## src/hw/rtl/binary_to_decimal_ascii_top_assert.svh

```systemverilog
// Assertion macros for the back stage of the binary to decimal ASCII converter.
`ifndef BINARY_TO_DECIMAL_ASCII_TOP_ASSERT_SVH
`define BINARY_TO_DECIMAL_ASCII_TOP_ASSERT_SVH

// Same-cycle implication, sampled on clk_i, quiet during reset.
`define B2DA_ASSERT_IMPL(name, ante, cons, msg) \
  name: assert property (@(posedge clk_i) disable iff (!rst_ni) (ante) |-> (cons)) \
    else $error(msg);

// Next-cycle implication, sampled on clk_i, quiet during reset.
`define B2DA_ASSERT_NEXT(name, ante, cons, msg) \
  name: assert property (@(posedge clk_i) disable iff (!rst_ni) (ante) |=> (cons)) \
    else $error(msg);

`endif

```

## src/hw/rtl/b2da_pkg.sv

```systemverilog
// Package: constants, types and helpers of the binary to decimal ASCII converter.
package b2da_pkg;

  localparam int unsigned FIELD_BITS     = 32;
  localparam int unsigned DEF_VALUE_BITS = 32;
  localparam int unsigned NUM_DIGITS     = 10;
  localparam int unsigned DIG_IDX_W      = 4;
  localparam int unsigned QUEUE_DEPTH    = 2;
  localparam int unsigned CHAR_BITS      = 6;
  localparam logic [CHAR_BITS-1:0] ASCII_ZERO = 6'd48;

  typedef logic [3:0] bcd_digit_t;

  typedef enum logic [1:0] {
    ST_IDLE,
    ST_CONV,
    ST_EMIT
  } b2da_state_e;

  typedef struct packed {
    logic empty;
    logic full;
  } queue_status_t;

  // Bits of the value that take part in the conversion.
  function automatic int unsigned eff_bits(int unsigned vb);
    return (vb < FIELD_BITS) ? vb : FIELD_BITS;
  endfunction

  // Double dabble correction of one BCD digit ahead of a shift.
  function automatic bcd_digit_t bcd_adjust(bcd_digit_t d);
    return (d >= 4'd5) ? bcd_digit_t'(d + 4'd3) : d;
  endfunction

endpackage

```

## src/hw/rtl/b2da_front.sv

```systemverilog
// Front stage: accept a value, mask it to the working width and flag zero.
module b2da_front #(
  parameter int unsigned VALUE_BITS = b2da_pkg::DEF_VALUE_BITS
) (
  input  logic                                          clk_i,
  input  logic                                          rst_ni,
  input  logic                                          in_valid_i,
  output logic                                          in_ready_o,
  input  logic [b2da_pkg::FIELD_BITS-1:0]               value_i,
  output logic                                          push_o,
  output logic [b2da_pkg::eff_bits(VALUE_BITS):0]       push_data_o,
  input  b2da_pkg::queue_status_t                       q_stat_i
);
  import b2da_pkg::*;

  localparam int unsigned EFF_BITS = eff_bits(VALUE_BITS);

  logic                valid_q, valid_d;
  logic [EFF_BITS:0]   data_q, data_d;
  logic [EFF_BITS-1:0] masked;
  logic                accept;

  assign masked     = value_i[EFF_BITS-1:0];
  assign push_o     = valid_q && !q_stat_i.full;
  assign in_ready_o = !valid_q || !q_stat_i.full;
  assign accept     = in_valid_i && in_ready_o;

  always_comb begin
    valid_d = valid_q;
    data_d  = data_q;
    if (push_o) begin
      valid_d = 1'b0;
    end
    if (accept) begin
      valid_d = 1'b1;
      data_d  = {(masked == '0), masked};
    end
  end

  always_ff @(posedge clk_i or negedge rst_ni) begin
    if (!rst_ni) begin
      valid_q <= 1'b0;
    end else begin
      valid_q <= valid_d;
    end
  end

  always_ff @(posedge clk_i) begin
    data_q <= data_d;
  end

  assign push_data_o = data_q;

endmodule

```

## src/hw/rtl/b2da_queue.sv

```systemverilog
// Short first-in first-out queue between the front and back stages.
module b2da_queue #(
  parameter int unsigned WIDTH = b2da_pkg::DEF_VALUE_BITS + 1,
  parameter int unsigned DEPTH = b2da_pkg::QUEUE_DEPTH
) (
  input  logic                    clk_i,
  input  logic                    rst_ni,
  input  logic                    push_i,
  input  logic [WIDTH-1:0]        push_data_i,
  input  logic                    pop_i,
  output logic [WIDTH-1:0]        pop_data_o,
  output b2da_pkg::queue_status_t status_o
);
  import b2da_pkg::*;

  localparam int unsigned PTR_W = (DEPTH > 1) ? $clog2(DEPTH) : 1;
  localparam int unsigned CNT_W = $clog2(DEPTH + 1);

  logic [WIDTH-1:0] slot_q [DEPTH];
  logic [PTR_W-1:0] wr_ptr_q, rd_ptr_q;
  logic [CNT_W-1:0] count_q;
  logic             do_push, do_pop;

  function automatic logic [PTR_W-1:0] advance(logic [PTR_W-1:0] p);
    return (p == PTR_W'(DEPTH - 1)) ? '0 : PTR_W'(p + 1'b1);
  endfunction

  assign status_o.empty = (count_q == '0);
  assign status_o.full  = (count_q == CNT_W'(DEPTH));
  assign do_push        = push_i && !status_o.full;
  assign do_pop         = pop_i && !status_o.empty;
  assign pop_data_o     = slot_q[rd_ptr_q];

  always_ff @(posedge clk_i or negedge rst_ni) begin
    if (!rst_ni) begin
      wr_ptr_q <= '0;
      rd_ptr_q <= '0;
      count_q  <= '0;
    end else begin
      if (do_push) begin
        wr_ptr_q <= advance(wr_ptr_q);
      end
      if (do_pop) begin
        rd_ptr_q <= advance(rd_ptr_q);
      end
      if (do_push && !do_pop) begin
        count_q <= CNT_W'(count_q + 1'b1);
      end else if (do_pop && !do_push) begin
        count_q <= CNT_W'(count_q - 1'b1);
      end
    end
  end

  always_ff @(posedge clk_i) begin
    if (do_push) begin
      slot_q[wr_ptr_q] <= push_data_i;
    end
  end

endmodule

```

## src/hw/rtl/b2da_back.sv

```systemverilog
// Back stage: bit-serial double dabble conversion and digit emission.
module b2da_back #(
  parameter int unsigned VALUE_BITS = b2da_pkg::DEF_VALUE_BITS
) (
  input  logic                                    clk_i,
  input  logic                                    rst_ni,
  output logic                                    pop_o,
  input  logic [b2da_pkg::eff_bits(VALUE_BITS):0] pop_data_i,
  input  b2da_pkg::queue_status_t                 q_stat_i,
  output logic                                    out_valid_o,
  input  logic                                    out_ready_i,
  output logic [b2da_pkg::CHAR_BITS-1:0]          digit_char_o,
  output logic                                    last_o
);
  import b2da_pkg::*;

  `include "binary_to_decimal_ascii_top_assert.svh"

  localparam int unsigned EFF_BITS = eff_bits(VALUE_BITS);
  localparam int unsigned CNT_W    = $clog2(EFF_BITS + 1);

  b2da_state_e          state_q, state_d;
  logic [EFF_BITS-1:0]  bin_q, bin_d;
  bcd_digit_t           bcd_q [NUM_DIGITS];
  bcd_digit_t           bcd_d [NUM_DIGITS];
  bcd_digit_t           adj   [NUM_DIGITS];
  logic [CNT_W-1:0]     cnt_q, cnt_d;
  logic [DIG_IDX_W-1:0] idx_q, idx_d;
  logic                 lead_q, lead_d;
  logic                 out_valid_q, out_valid_d;
  bcd_digit_t           out_dig_q, out_dig_d;
  logic                 out_last_q, out_last_d;
  bcd_digit_t           cur;
  logic                 show, slot_free, emit, bcd_ok;

  assign cur       = bcd_q[idx_q];
  assign show      = lead_q || (cur != '0) || (idx_q == '0);
  assign slot_free = !out_valid_q || out_ready_i;

  always_comb begin
    for (int i = 0; i < NUM_DIGITS; i++) begin
      adj[i] = bcd_adjust(bcd_q[i]);
    end
  end

  always_comb begin
    bcd_ok = 1'b1;
    for (int i = 0; i < NUM_DIGITS; i++) begin
      if (bcd_q[i] > 4'd9) begin
        bcd_ok = 1'b0;
      end
    end
  end

  always_comb begin
    state_d     = state_q;
    bin_d       = bin_q;
    bcd_d       = bcd_q;
    cnt_d       = cnt_q;
    idx_d       = idx_q;
    lead_d      = lead_q;
    out_valid_d = out_valid_q;
    out_dig_d   = out_dig_q;
    out_last_d  = out_last_q;
    pop_o       = 1'b0;
    emit        = 1'b0;

    if (out_valid_q && out_ready_i) begin
      out_valid_d = 1'b0;
    end

    case (state_q)
      ST_IDLE: begin
        if (!q_stat_i.empty) begin
          pop_o  = 1'b1;
          bin_d  = pop_data_i[EFF_BITS-1:0];
          for (int i = 0; i < NUM_DIGITS; i++) begin
            bcd_d[i] = '0;
          end
          cnt_d  = CNT_W'(EFF_BITS);
          idx_d  = DIG_IDX_W'(NUM_DIGITS - 1);
          lead_d = 1'b0;
          state_d = pop_data_i[EFF_BITS] ? ST_EMIT : ST_CONV;
        end
      end
      ST_CONV: begin
        for (int i = 0; i < NUM_DIGITS; i++) begin
          if (i == 0) begin
            bcd_d[i] = {adj[i][2:0], bin_q[EFF_BITS-1]};
          end else begin
            bcd_d[i] = {adj[i][2:0], adj[i-1][3]};
          end
        end
        bin_d = bin_q << 1;
        cnt_d = CNT_W'(cnt_q - 1'b1);
        if (cnt_q == CNT_W'(1)) begin
          state_d = ST_EMIT;
        end
      end
      ST_EMIT: begin
        if (!show) begin
          idx_d = DIG_IDX_W'(idx_q - 1'b1);
        end else if (slot_free) begin
          emit        = 1'b1;
          out_valid_d = 1'b1;
          out_dig_d   = cur;
          out_last_d  = (idx_q == '0);
          lead_d      = 1'b1;
          if (idx_q == '0) begin
            state_d = ST_IDLE;
          end else begin
            idx_d = DIG_IDX_W'(idx_q - 1'b1);
          end
        end
      end
      default: begin
        state_d = ST_IDLE;
      end
    endcase
  end

  always_ff @(posedge clk_i or negedge rst_ni) begin
    if (!rst_ni) begin
      state_q     <= ST_IDLE;
      out_valid_q <= 1'b0;
    end else begin
      state_q     <= state_d;
      out_valid_q <= out_valid_d;
    end
  end

  always_ff @(posedge clk_i) begin
    bin_q      <= bin_d;
    bcd_q      <= bcd_d;
    cnt_q      <= cnt_d;
    idx_q      <= idx_d;
    lead_q     <= lead_d;
    out_dig_q  <= out_dig_d;
    out_last_q <= out_last_d;
  end

  assign out_valid_o  = out_valid_q;
  assign digit_char_o = CHAR_BITS'(ASCII_ZERO + {2'b00, out_dig_q});
  assign last_o       = out_last_q;

  `B2DA_ASSERT_IMPL(a_conv_cnt_live, (state_q == ST_CONV), (cnt_q != '0), "shift count ran out")
  `B2DA_ASSERT_IMPL(a_bcd_valid, (state_q != ST_IDLE), bcd_ok, "BCD digit out of range")
  `B2DA_ASSERT_IMPL(a_out_digit, out_valid_o, (out_dig_q <= 4'd9), "emitted digit above nine")
  `B2DA_ASSERT_NEXT(a_last_ends, (emit && out_last_d), (state_q == ST_IDLE), "value not closed")

endmodule

```

## src/hw/rtl/binary_to_decimal_ascii_top.sv

```systemverilog
// Top level of the binary to decimal ASCII converter.
//
//  Channel | Handshake                 | Payload
//  --------+---------------------------+---------------------------
//  input   | in_valid_i / in_ready_o   | value_i[31:0]
//  output  | out_valid_o / out_ready_i | digit_char_o[5:0], last_o
//
//  One value leaves the queue, goes through one double dabble shift per value bit
//  (VALUE_BITS, at most 32), then walks the 10 digits: each leading zero is
//  dropped and each character is sent. Zero skips the shifting. The single
//  shift/add-3 loop in the back stage does the shifting.
//  Reset clears the control state only; nothing needs a clearing pass.
//  An output stall holds the digit walk at the next character to send, though
//  leading zeros are still dropped meanwhile; the front and queue keep taking
//  up to three further values.
module binary_to_decimal_ascii_top #(
  parameter int unsigned VALUE_BITS = b2da_pkg::DEF_VALUE_BITS
) (
  input  logic                           clk_i,
  input  logic                           rst_ni,
  input  logic                           in_valid_i,
  output logic                           in_ready_o,
  input  logic [b2da_pkg::FIELD_BITS-1:0] value_i,
  output logic                           out_valid_o,
  input  logic                           out_ready_i,
  output logic [b2da_pkg::CHAR_BITS-1:0] digit_char_o,
  output logic                           last_o
);
  import b2da_pkg::*;

  // Only the low bits of the field carry the number.
  localparam int unsigned EFF_BITS = eff_bits(VALUE_BITS);

  // Queue entry: zero flag on top of the masked value.
  logic                push;
  logic [EFF_BITS:0]   push_data;
  logic                pop;
  logic [EFF_BITS:0]   pop_data;
  queue_status_t       q_stat;

  // Accept and classify each transaction.
  b2da_front #(
    .VALUE_BITS (VALUE_BITS)
  ) u_front (
    .clk_i       (clk_i),
    .rst_ni      (rst_ni),
    .in_valid_i  (in_valid_i),
    .in_ready_o  (in_ready_o),
    .value_i     (value_i),
    .push_o      (push),
    .push_data_o (push_data),
    .q_stat_i    (q_stat)
  );

  // Hold classified values so either side can stall on its own.
  b2da_queue #(
    .WIDTH (EFF_BITS + 1),
    .DEPTH (QUEUE_DEPTH)
  ) u_queue (
    .clk_i       (clk_i),
    .rst_ni      (rst_ni),
    .push_i      (push),
    .push_data_i (push_data),
    .pop_i       (pop),
    .pop_data_o  (pop_data),
    .status_o    (q_stat)
  );

  // Convert and send characters, most significant first.
  b2da_back #(
    .VALUE_BITS (VALUE_BITS)
  ) u_back (
    .clk_i        (clk_i),
    .rst_ni       (rst_ni),
    .pop_o        (pop),
    .pop_data_i   (pop_data),
    .q_stat_i     (q_stat),
    .out_valid_o  (out_valid_o),
    .out_ready_i  (out_ready_i),
    .digit_char_o (digit_char_o),
    .last_o       (last_o)
  );

endmodule
```

## config.mk

```make
export PLATFORM = sky130hd
export DESIGN_NAME = binary_to_decimal_ascii_top
export DESIGN_NICKNAME = d
export VERILOG_FILES = /design/src/hw/rtl/b2da_pkg.sv /design/src/hw/rtl/b2da_front.sv /design/src/hw/rtl/b2da_queue.sv /design/src/hw/rtl/b2da_back.sv /design/src/hw/rtl/binary_to_decimal_ascii_top.sv
export VERILOG_INCLUDE_DIRS = /design/src /design/src/hw/rtl
export SDC_FILE = /design/constraint.sdc
export NUM_CORES = 1
export LEC_CHECK = 0
export BUFFER_PORTS_ARGS = -buffer_cell sky130_fd_sc_hd__buf_2
export CORE_MARGIN = 2
export CORE_UTILIZATION = 40
export DETAILED_ROUTE_END_ITERATION = 8
export GPL_TIMING_DRIVEN = 0
export PLACE_DENSITY_LB_ADDON = 0.1
export SKIP_CTS_REPAIR_TIMING = 1
export SLEW_MARGIN = 40
export SYNTH_ARGS = -nofsm -noshare
export SYNTH_HDL_FRONTEND = slang
export SYNTH_SLANG_ARGS = --single-unit
```

## constraint.sdc

```tcl
create_clock -name clk_i -period 4.4 [get_ports clk_i]
set_input_delay 0.66 -clock clk_i [delete_from_list [all_inputs] [get_ports clk_i]]
set_output_delay 0.66 -clock clk_i [all_outputs]
set_load 0.03 [all_outputs]
```

Word level (Yosys, flattened, before mapping)
Memories as Yosys holds them, arrays and structs flattened.
Index checks and enable logic that the tools add are counted.
{"block": "totals", "register_bits": 129, "n_memories": 1, "inputBits": 36, "elab_cells": 144, "ramBits": 66, "out_inout_bits": 9}
{"name": "u_queue.slot_q", "words": 2, "width": 33, "rd": 1, "rd_ports_with_merged_regs": 0, "write_ports": 1, "line": "b2da_queue.sv:19", "text": "logic [WIDTH-1:0] slot_q [DEPTH];"}
{"block": "op_classes", "n_eq_ne": 11, "mux": 49, "reduce_logical": 31, "order_cmp": 11, "bitwise": 1, "add_sub_neg": 17}
{"cell": "one-hot mux 40 bit (2 select lines)", "n": 1}
{"cell": "one-hot mux 32 bit (2 select lines)", "n": 1}
{"cell": "2-to-1 mux 4 bit", "n": 15}
{"cell": ">= comparator 4 x 3 -> 1 bit, second input constant", "n": 10}
{"cell": "2-to-1 mux 40 bit", "n": 1}
{"cell": "adder 4 x 2 -> 4 bit, second input constant", "n": 9}
{"cell": "zero test 32 bit", "n": 1}
{"cell": "2-to-1 mux 32 bit", "n": 1}
{"cell": "binary-select mux 4 bit (select 4 bit)", "n": 1}
{"cell": "2-to-1 mux 2 bit", "n": 8}
{"cell": "2-to-1 mux 1 bit", "n": 15}
{"cell": "one-hot mux 6 bit (2 select lines)", "n": 1}
{"cell": "inequality test 2 x 1 -> 1 bit, second input constant", "n": 4}
{"cell": "one-hot mux 4 bit (2 select lines)", "n": 1}
{"cell": "AND reduction 4 bit", "n": 2}
{"cell": "nonzero test 2 bit", "n": 4}
{"cell": "logical AND 1 bit", "n": 7}
{"cell": "adder 5 x 5 -> 6 bit, first input constant", "n": 1}
{"cell": "equality test 6 x 1 -> 1 bit, second input constant", "n": 1}
{"cell": "zero test 1 bit", "n": 6}
{"cell": "2-to-1 mux 6 bit", "n": 1}
{"cell": "inequality test 3 bit, second input constant", "n": 2}
{"cell": "one-hot mux 2 bit (3 select lines)", "n": 1}
{"cell": "subtractor 6 x 1 -> 6 bit, second input constant", "n": 1}
{"cell": "19 further kinds", "n": 25}

Longest topological paths before layout
{"block": "depth", "depth_word": 9, "mapped_depth": 8, "depth_no_buf": 7}

Cells and area by module
From an unflattened synthesis, not the netlist that was laid out.
{"block": "hier_totals", "cells_unflattened": 646, "area_unflattened_um2": 8733.4}
{"mod": "b2da_back", "seq_area_each_um2": 2717.6, "cells_per_inst": 475, "n_inst": 1, "area_per_inst_um2": 4892.2}
{"mod": "b2da_queue", "seq_area_each_um2": 2082.0, "cells_per_inst": 122, "n_inst": 1, "area_per_inst_um2": 2730.1}
{"mod": "b2da_front", "seq_area_each_um2": 1016.0, "cells_per_inst": 49, "n_inst": 1, "area_per_inst_um2": 1111.1}

Worst setup path after synthesis
Ideal clock, no wire load.
{"block": "synth_timing", "kind": "reg2reg", "start": "register u_queue.count_q[0]", "end": "register u_back.bcd_q[0] (netlist name), enable pin", "setup_ps": 540, "setup_slack_ps": -435, "required_ps": 3860, "n_path_buf": 0, "arrival_ps": 4294, "synth_period_minus_slack_ps": 4835, "stages_incl_launch_ff": 3, "path_cell_list": "dfrtp_1 -> nor2_1 -> a21oi_1"}
{"block": "synth_via", "elab_chain_len": 3}
{"item": "start, declared", "line": "b2da_queue.sv:21", "text": "logic [CNT_W-1:0] count_q;"}
{"item": "start signal, assigned", "line": "b2da_queue.sv:47", "text": "count_q <= CNT_W'(count_q + 1'b1);"}
{"item": "start signal, assigned", "line": "b2da_queue.sv:49", "text": "count_q <= CNT_W'(count_q - 1'b1);"}
{"item": "zero test 2 bit", "line": "b2da_queue.sv:28", "text": "assign status_o.empty = (count_q == '0);"}
{"item": "inequality test 2 bit (no line)"}
{"item": "AND reduction 2 bit (no line)"}
{"item": "end signal, assigned", "line": "b2da_back.sv:134", "text": "bcd_q <= bcd_d;"}
{"item": "end, declared", "line": "b2da_back.sv:24", "text": "bcd_digit_t bcd_q [NUM_DIGITS];"}
Every way passes these cells.
A chain may end at the register's enable or synchronous reset.

Worst setup path in the final report
{"block": "layout_timing", "start": "register u_back.idx_q[0]", "end": "register u_back.idx_q[0], enable pin"}
{"block": "layout_via", "elab_chain_len": 9, "elab_cells_between_ends": 11, "cone_classes": "eq/ne: 2; mux: 3; bitwise: 1; reduce/logical: 5"}
{"item": "start, declared", "line": "b2da_back.sv:28", "text": "logic [DIG_IDX_W-1:0] idx_q, idx_d;"}
{"item": "start signal, assigned", "line": "b2da_back.sv:136", "text": "idx_q <= idx_d;"}
{"item": "inverter 4 -> 5 bit (not written as such)", "line": "b2da_back.sv:36", "text": "assign cur = bcd_q[idx_q];"}
{"item": "binary-select mux 4 bit (select 4 bit)", "line": "b2da_back.sv:36"}
{"item": "2-to-1 mux 4 bit (not written as such) (2 in a row)", "line": "b2da_back.sv:36"}
{"item": "nonzero test 4 bit", "line": "b2da_back.sv:37", "text": "assign show = lead_q || (cur != '0) || (idx_q == '0);"}
{"item": "logical OR 1 bit (2 in a row)", "line": "b2da_back.sv:37"}
{"item": "inequality test 3 bit (no line)"}
{"item": "AND reduction 4 bit (no line) (*)"}
Mark *: on every way between the ends. The rest lies on a longest branch, timed or not. The select of a mux whose other input is x is not followed.

==> summary.md <==
| Metric | Value |
|---|---|
| Setup crit start kind | `flip-flop` |
| Maximum root-to-sink buffer count | `2` |
| Worst path slowest cell | `o221a_1` |
| Worst path arrival time | `2.61 ns` |
| Area share of the largest cell type after synthesis | `between 60% and 70%` |
| CP max FO | `10` |
| Vias in the first global route | `4,941` |
| TritonCTS clock tree | `yes` |
| Syn Area/Cell | `around 14 sq um` |
| Largest family of logic cells by synthesized area | `simple AND/OR/NAND/NOR gates` |
| Tcrit/Tclk final | `~57%` |
| Worst vdd ir | `about 0.0004 V` |
| Htree depth | `4` |
| Place WS | `a little under 2 ns` |
| DIE WIDTH | `149 um` |
| Status | `finished clean` |
| DR vias/cell | `between 4 and 5` |
| Detailed-placement wirelength estimate | `roughly 11 mm` |
| First-pass GRT wire length | `24.5 mm` |
| Die area | `around 0.022 sq mm` |
| Critical Path Sink Type | `flip-flop` |
| Mux cell area share after synthesis | `roughly 6.2%` |
| Avg WL per Cell | `~16 um` |
| Endpoints failing setup | `0` |
| Clk Latency, worst-skew pair | `0.44 ns` |
| Clock transition at path regs | `0.08 ns` |
| Data required, critical path | `approximately 4.5 ns` |
| Internal Power | `about 0.005 W` |
| Fin worst setup slack | `between 1.5 and 2 ns` |
| Initial detailed-routing violation count | `220` |
| Post-synth EDFFs | `187` |
| RSZ-0062 raised after global routing | `no` |
| Multi-input logic area | `0.00239 sq mm` |
| Clock Root Buffer | `clkbuf_16` |
| P_sw | `about 0.0027 W` |
| Via count | `slightly below 5,000` |
| Synth Area in Compound Gates | `about 6%` |
| Buf+Inv Stages, Crit Path | `3` |
| Antenna violations before repair | `0` |
| Fin nets | `roughly 750` |
| Dominant synthesized flop cell | `edfxtp_1` |
| Syn Inst Count | `623` |
| Post-route DRC | `0` |
| Gr ovfl total | `0` |
| IO Port Bufs | `42` |
| Fin crit period | `approximately 2.5 ns` |
| Seq cells post-synth | `roughly 200` |
| Slew HR | `approximately 55%` |
| Placer Congestion | `slightly above 0.7` |
| Crit. Startpoint | `u_back.idx_q[0]` |
| Combinational Power Share | `between 30 and 40%` |
| I/O pin count | `45` |
| Total Routing Usage GR | `14.4%` |
| Crit path max-delay family | `simple AND/OR/NAND/NOR gates` |
| XOR/XNOR Fraction of Synth Area | `3.02%` |
| Synthesized cell area | `~0.0084 sq mm` |
| Die H | `between 100 and 150 um` |
| Final wirelength | `roughly 15 mm` |
| Async set-reset flop share out of synthesis | `under 10%` |
| Seq/Total Area, Yosys | `69.1%` |
| Crit path cell chain | `buf_6, buf_8, inv_1, ha_1, nor3b_1, or2_2, nor4_2, o221a_1` |
| TNS Setup | `0 ns` |
| CTS buffer count | `17` |
| Reg power frac | `about 44%` |
| Max Freq | `between 400 and 500 MHz` |
| MaxCap Viol Count | `0` |
| Power per standard cell area | `between 700 and 800 mW/mm^2` |
| # clock sinks | `roughly 200` |
| Static Leakage | `around 3.7 nW` |
| Remaining antenna violation count | `0` |
| Worst-margin pin slew | `roughly 0.68 ns` |
| Worst R2R Start | `u_back.idx_q[0]` |
| Final hold vios | `0` |
| Max Transition Viols Final | `0` |
| Simple-gate share of the synthesized area | `under 10%` |
| Critical path type | `flip-flop to flip-flop` |
| Hold WC Path Type | `input port to asynchronous set/reset pin` |
| Largest net degree at the start of global routing | `21` |
| Area grow syn2layout | `17.0%` |
| Filler cell count | `1,842` |
| Critical path's largest stage delay | `between 0.3 and 0.4 ns` |
| Post-synth cell types | `37` |
| Synthesis Warnings | `0` |
| Cell row count | `between 50 and 60` |
| Initial Util | `40.4%` |
| Post-Synth Adder-Cell Area | `3.57%` |
| Diodes inserted | `0` |
| Clock skew | `between 0.015 and 0.02 ns` |
| Share of layout cells above drive strength 1 | `approximately 14%` |
| Clock power share | `approximately a fifth` |
| Core box area | `0.0208 sq mm` |
| Pre-antenna DRT Iters | `4` |
| Post-synth top area cell | `edfxtp_1` |
| Register area | `about 0.0058 sq mm` |
| Synth area leaders | `edfxtp_1 67%, mux2i_1 5.9%, nor2_1 4.1%, a21oi_1 3.8%, ha_1 3.6%` |
| Sw Share | `35.3%` |
[cell families (layout without fill, tap and decap cells)]
| kind of cell | Yosys count | count (layout) |
|---|---|---|
| AND/OR/NAND/NOR | 174 | 174 |
| buffers and inverters | 53 | 136 |
| AO/OA/AOI/OAI | 95 | 95 |
| XOR/XNOR | 29 | 29 |
| multiplexers | 52 | 52 |
| other | 1 | 2 |
| adder cells (fa/ha/maj) | 24 | 24 |
| flip-flops | 195 | 195 |
[worst paths after layout]
kind                                                end  slack (ns)  cells after the start
worst max-delay path                    u_back.idx_q[0]        1.91                      8
worst min-delay path                 u_queue.count_q[1]        0.08                      1
worst max register to register          u_back.idx_q[0]        1.91                      8
worst min register to register    u_queue.slot_q[1][28]        0.45                      0
max in group asynchronous             u_back.state_q[1]        4.11                      1
min in group clk_i              u_front.push_data_o[10]        0.41                      1
[stage by stage]
step / hold WS, ns / std cells / total power [W] / area, sq um / utilization [%]
finish: 0.0783 / 982 / 0.00773 / 9840 / 47.3
global route: 0.0737 / 982 / 0.00824 / 9840 / 47.3
CTS: 0.0684 / 982 / 0.00782 / 9840 / 47.3
detailed placement: 0.430 / 950 / 0.00616 / 9200 / 44.2
global placement: 0.423 / 941 / 0.00587 / 8980 / 43.1
floorplan: 0.364 / 624 / 0.00526 / 8420 / -
[sequential cells by signal, summed over array words and instances, names as in the netlist]
signal and cells:
u_back.out_dig_q 4, u_back.cnt_q 6, u_back.state_q 2, u_queue.slot_q 66
u_back.idx_q 4, u_front.push_data_o 33, u_queue.count_q 2, u_back.out_valid_o 1
u_back.lead_q 1, u_back.bin_q 32, u_front.valid_q 1, u_back.last_o 1
u_back.bcd_q 40, u_queue.rd_ptr_q 1, u_queue.wr_ptr_q 1
[placed cells by master (no fill, tap or decap), types with 2 or more instances in the layout]
master	instances
nand3b_1	2
nor2_1	90
xor2_1	13
nor4_1	8
bufinv_16	2
conb_1	2
inv_6	2
dfrtp_1	8
buf_4	3
inv_1	29
o22ai_1	11
ha_1	24
nand4_1	2
nand2b_1	16
mux2_2	2
buf_6	2
buf_16	6
clkbuf_16	17
inv_8	4
clkbuf_1	11
or3_1	2
nand2_1	30
mux2i_1	50
nand3_1	4
nor3_1	12
buf_2	48
edfxtp_1	187
o21ai_0	16
clkinv_8	4
a21oi_1	63
buf_8	3
buf_1	3
xnor2_1	16
[power groups by stage]
stage | clock network (W) | registers [W] | logic, W
2_1_floorplan | 0 | 0.00343 | 0.00183
3_3_place_gp | 0 | 0.00350 | 0.00236
3_5_place_dp | 0 | 0.00346 | 0.00270
4_1_cts | 0.00168 | 0.00342 | 0.00271
5_1_grt | 0.00175 | 0.00351 | 0.00299
6_report | 0.00164 | 0.00342 | 0.00267
[layout make-up]
type / instances / share of cell area, %
sequential: 195 / 59.1
multi-input combinational: 376 / 24.3
clock buffer: 18 / 4.36
timing repair buffer: 51 / 4.23
tap: 275 / 3.50
clock inverter: 14 / 2.16
buffer: 24 / 1.30
inverter: 29 / 1.11
[synth_stat cells, types with 3 or more instances]
master / n
inv_1: 29
o22ai_1: 11
o21ai_0: 16
xnor2_1: 16
buf_1: 3
nor4_1: 8
dfrtp_1: 8
clkbuf_1: 10
mux2i_1: 50
ha_1: 24
nor3_1: 12
a21oi_1: 64
nand2_1: 30
edfxtp_1: 187
nor2_1: 91
xor2_1: 13
nand2b_1: 16
buf_2: 6
nand3_1: 4
buf_4: 3
[routing by layer]
metal	global-route usage (%)	up-vias	share of wire, %
met5	0	-	0
met1	17.8	2330	46
li1	-	2395	-
met4	5.52	0	1.8
met3	2.91	23	2.8
met2	25.0	81	50
Power figures use the tool's default switching activity.
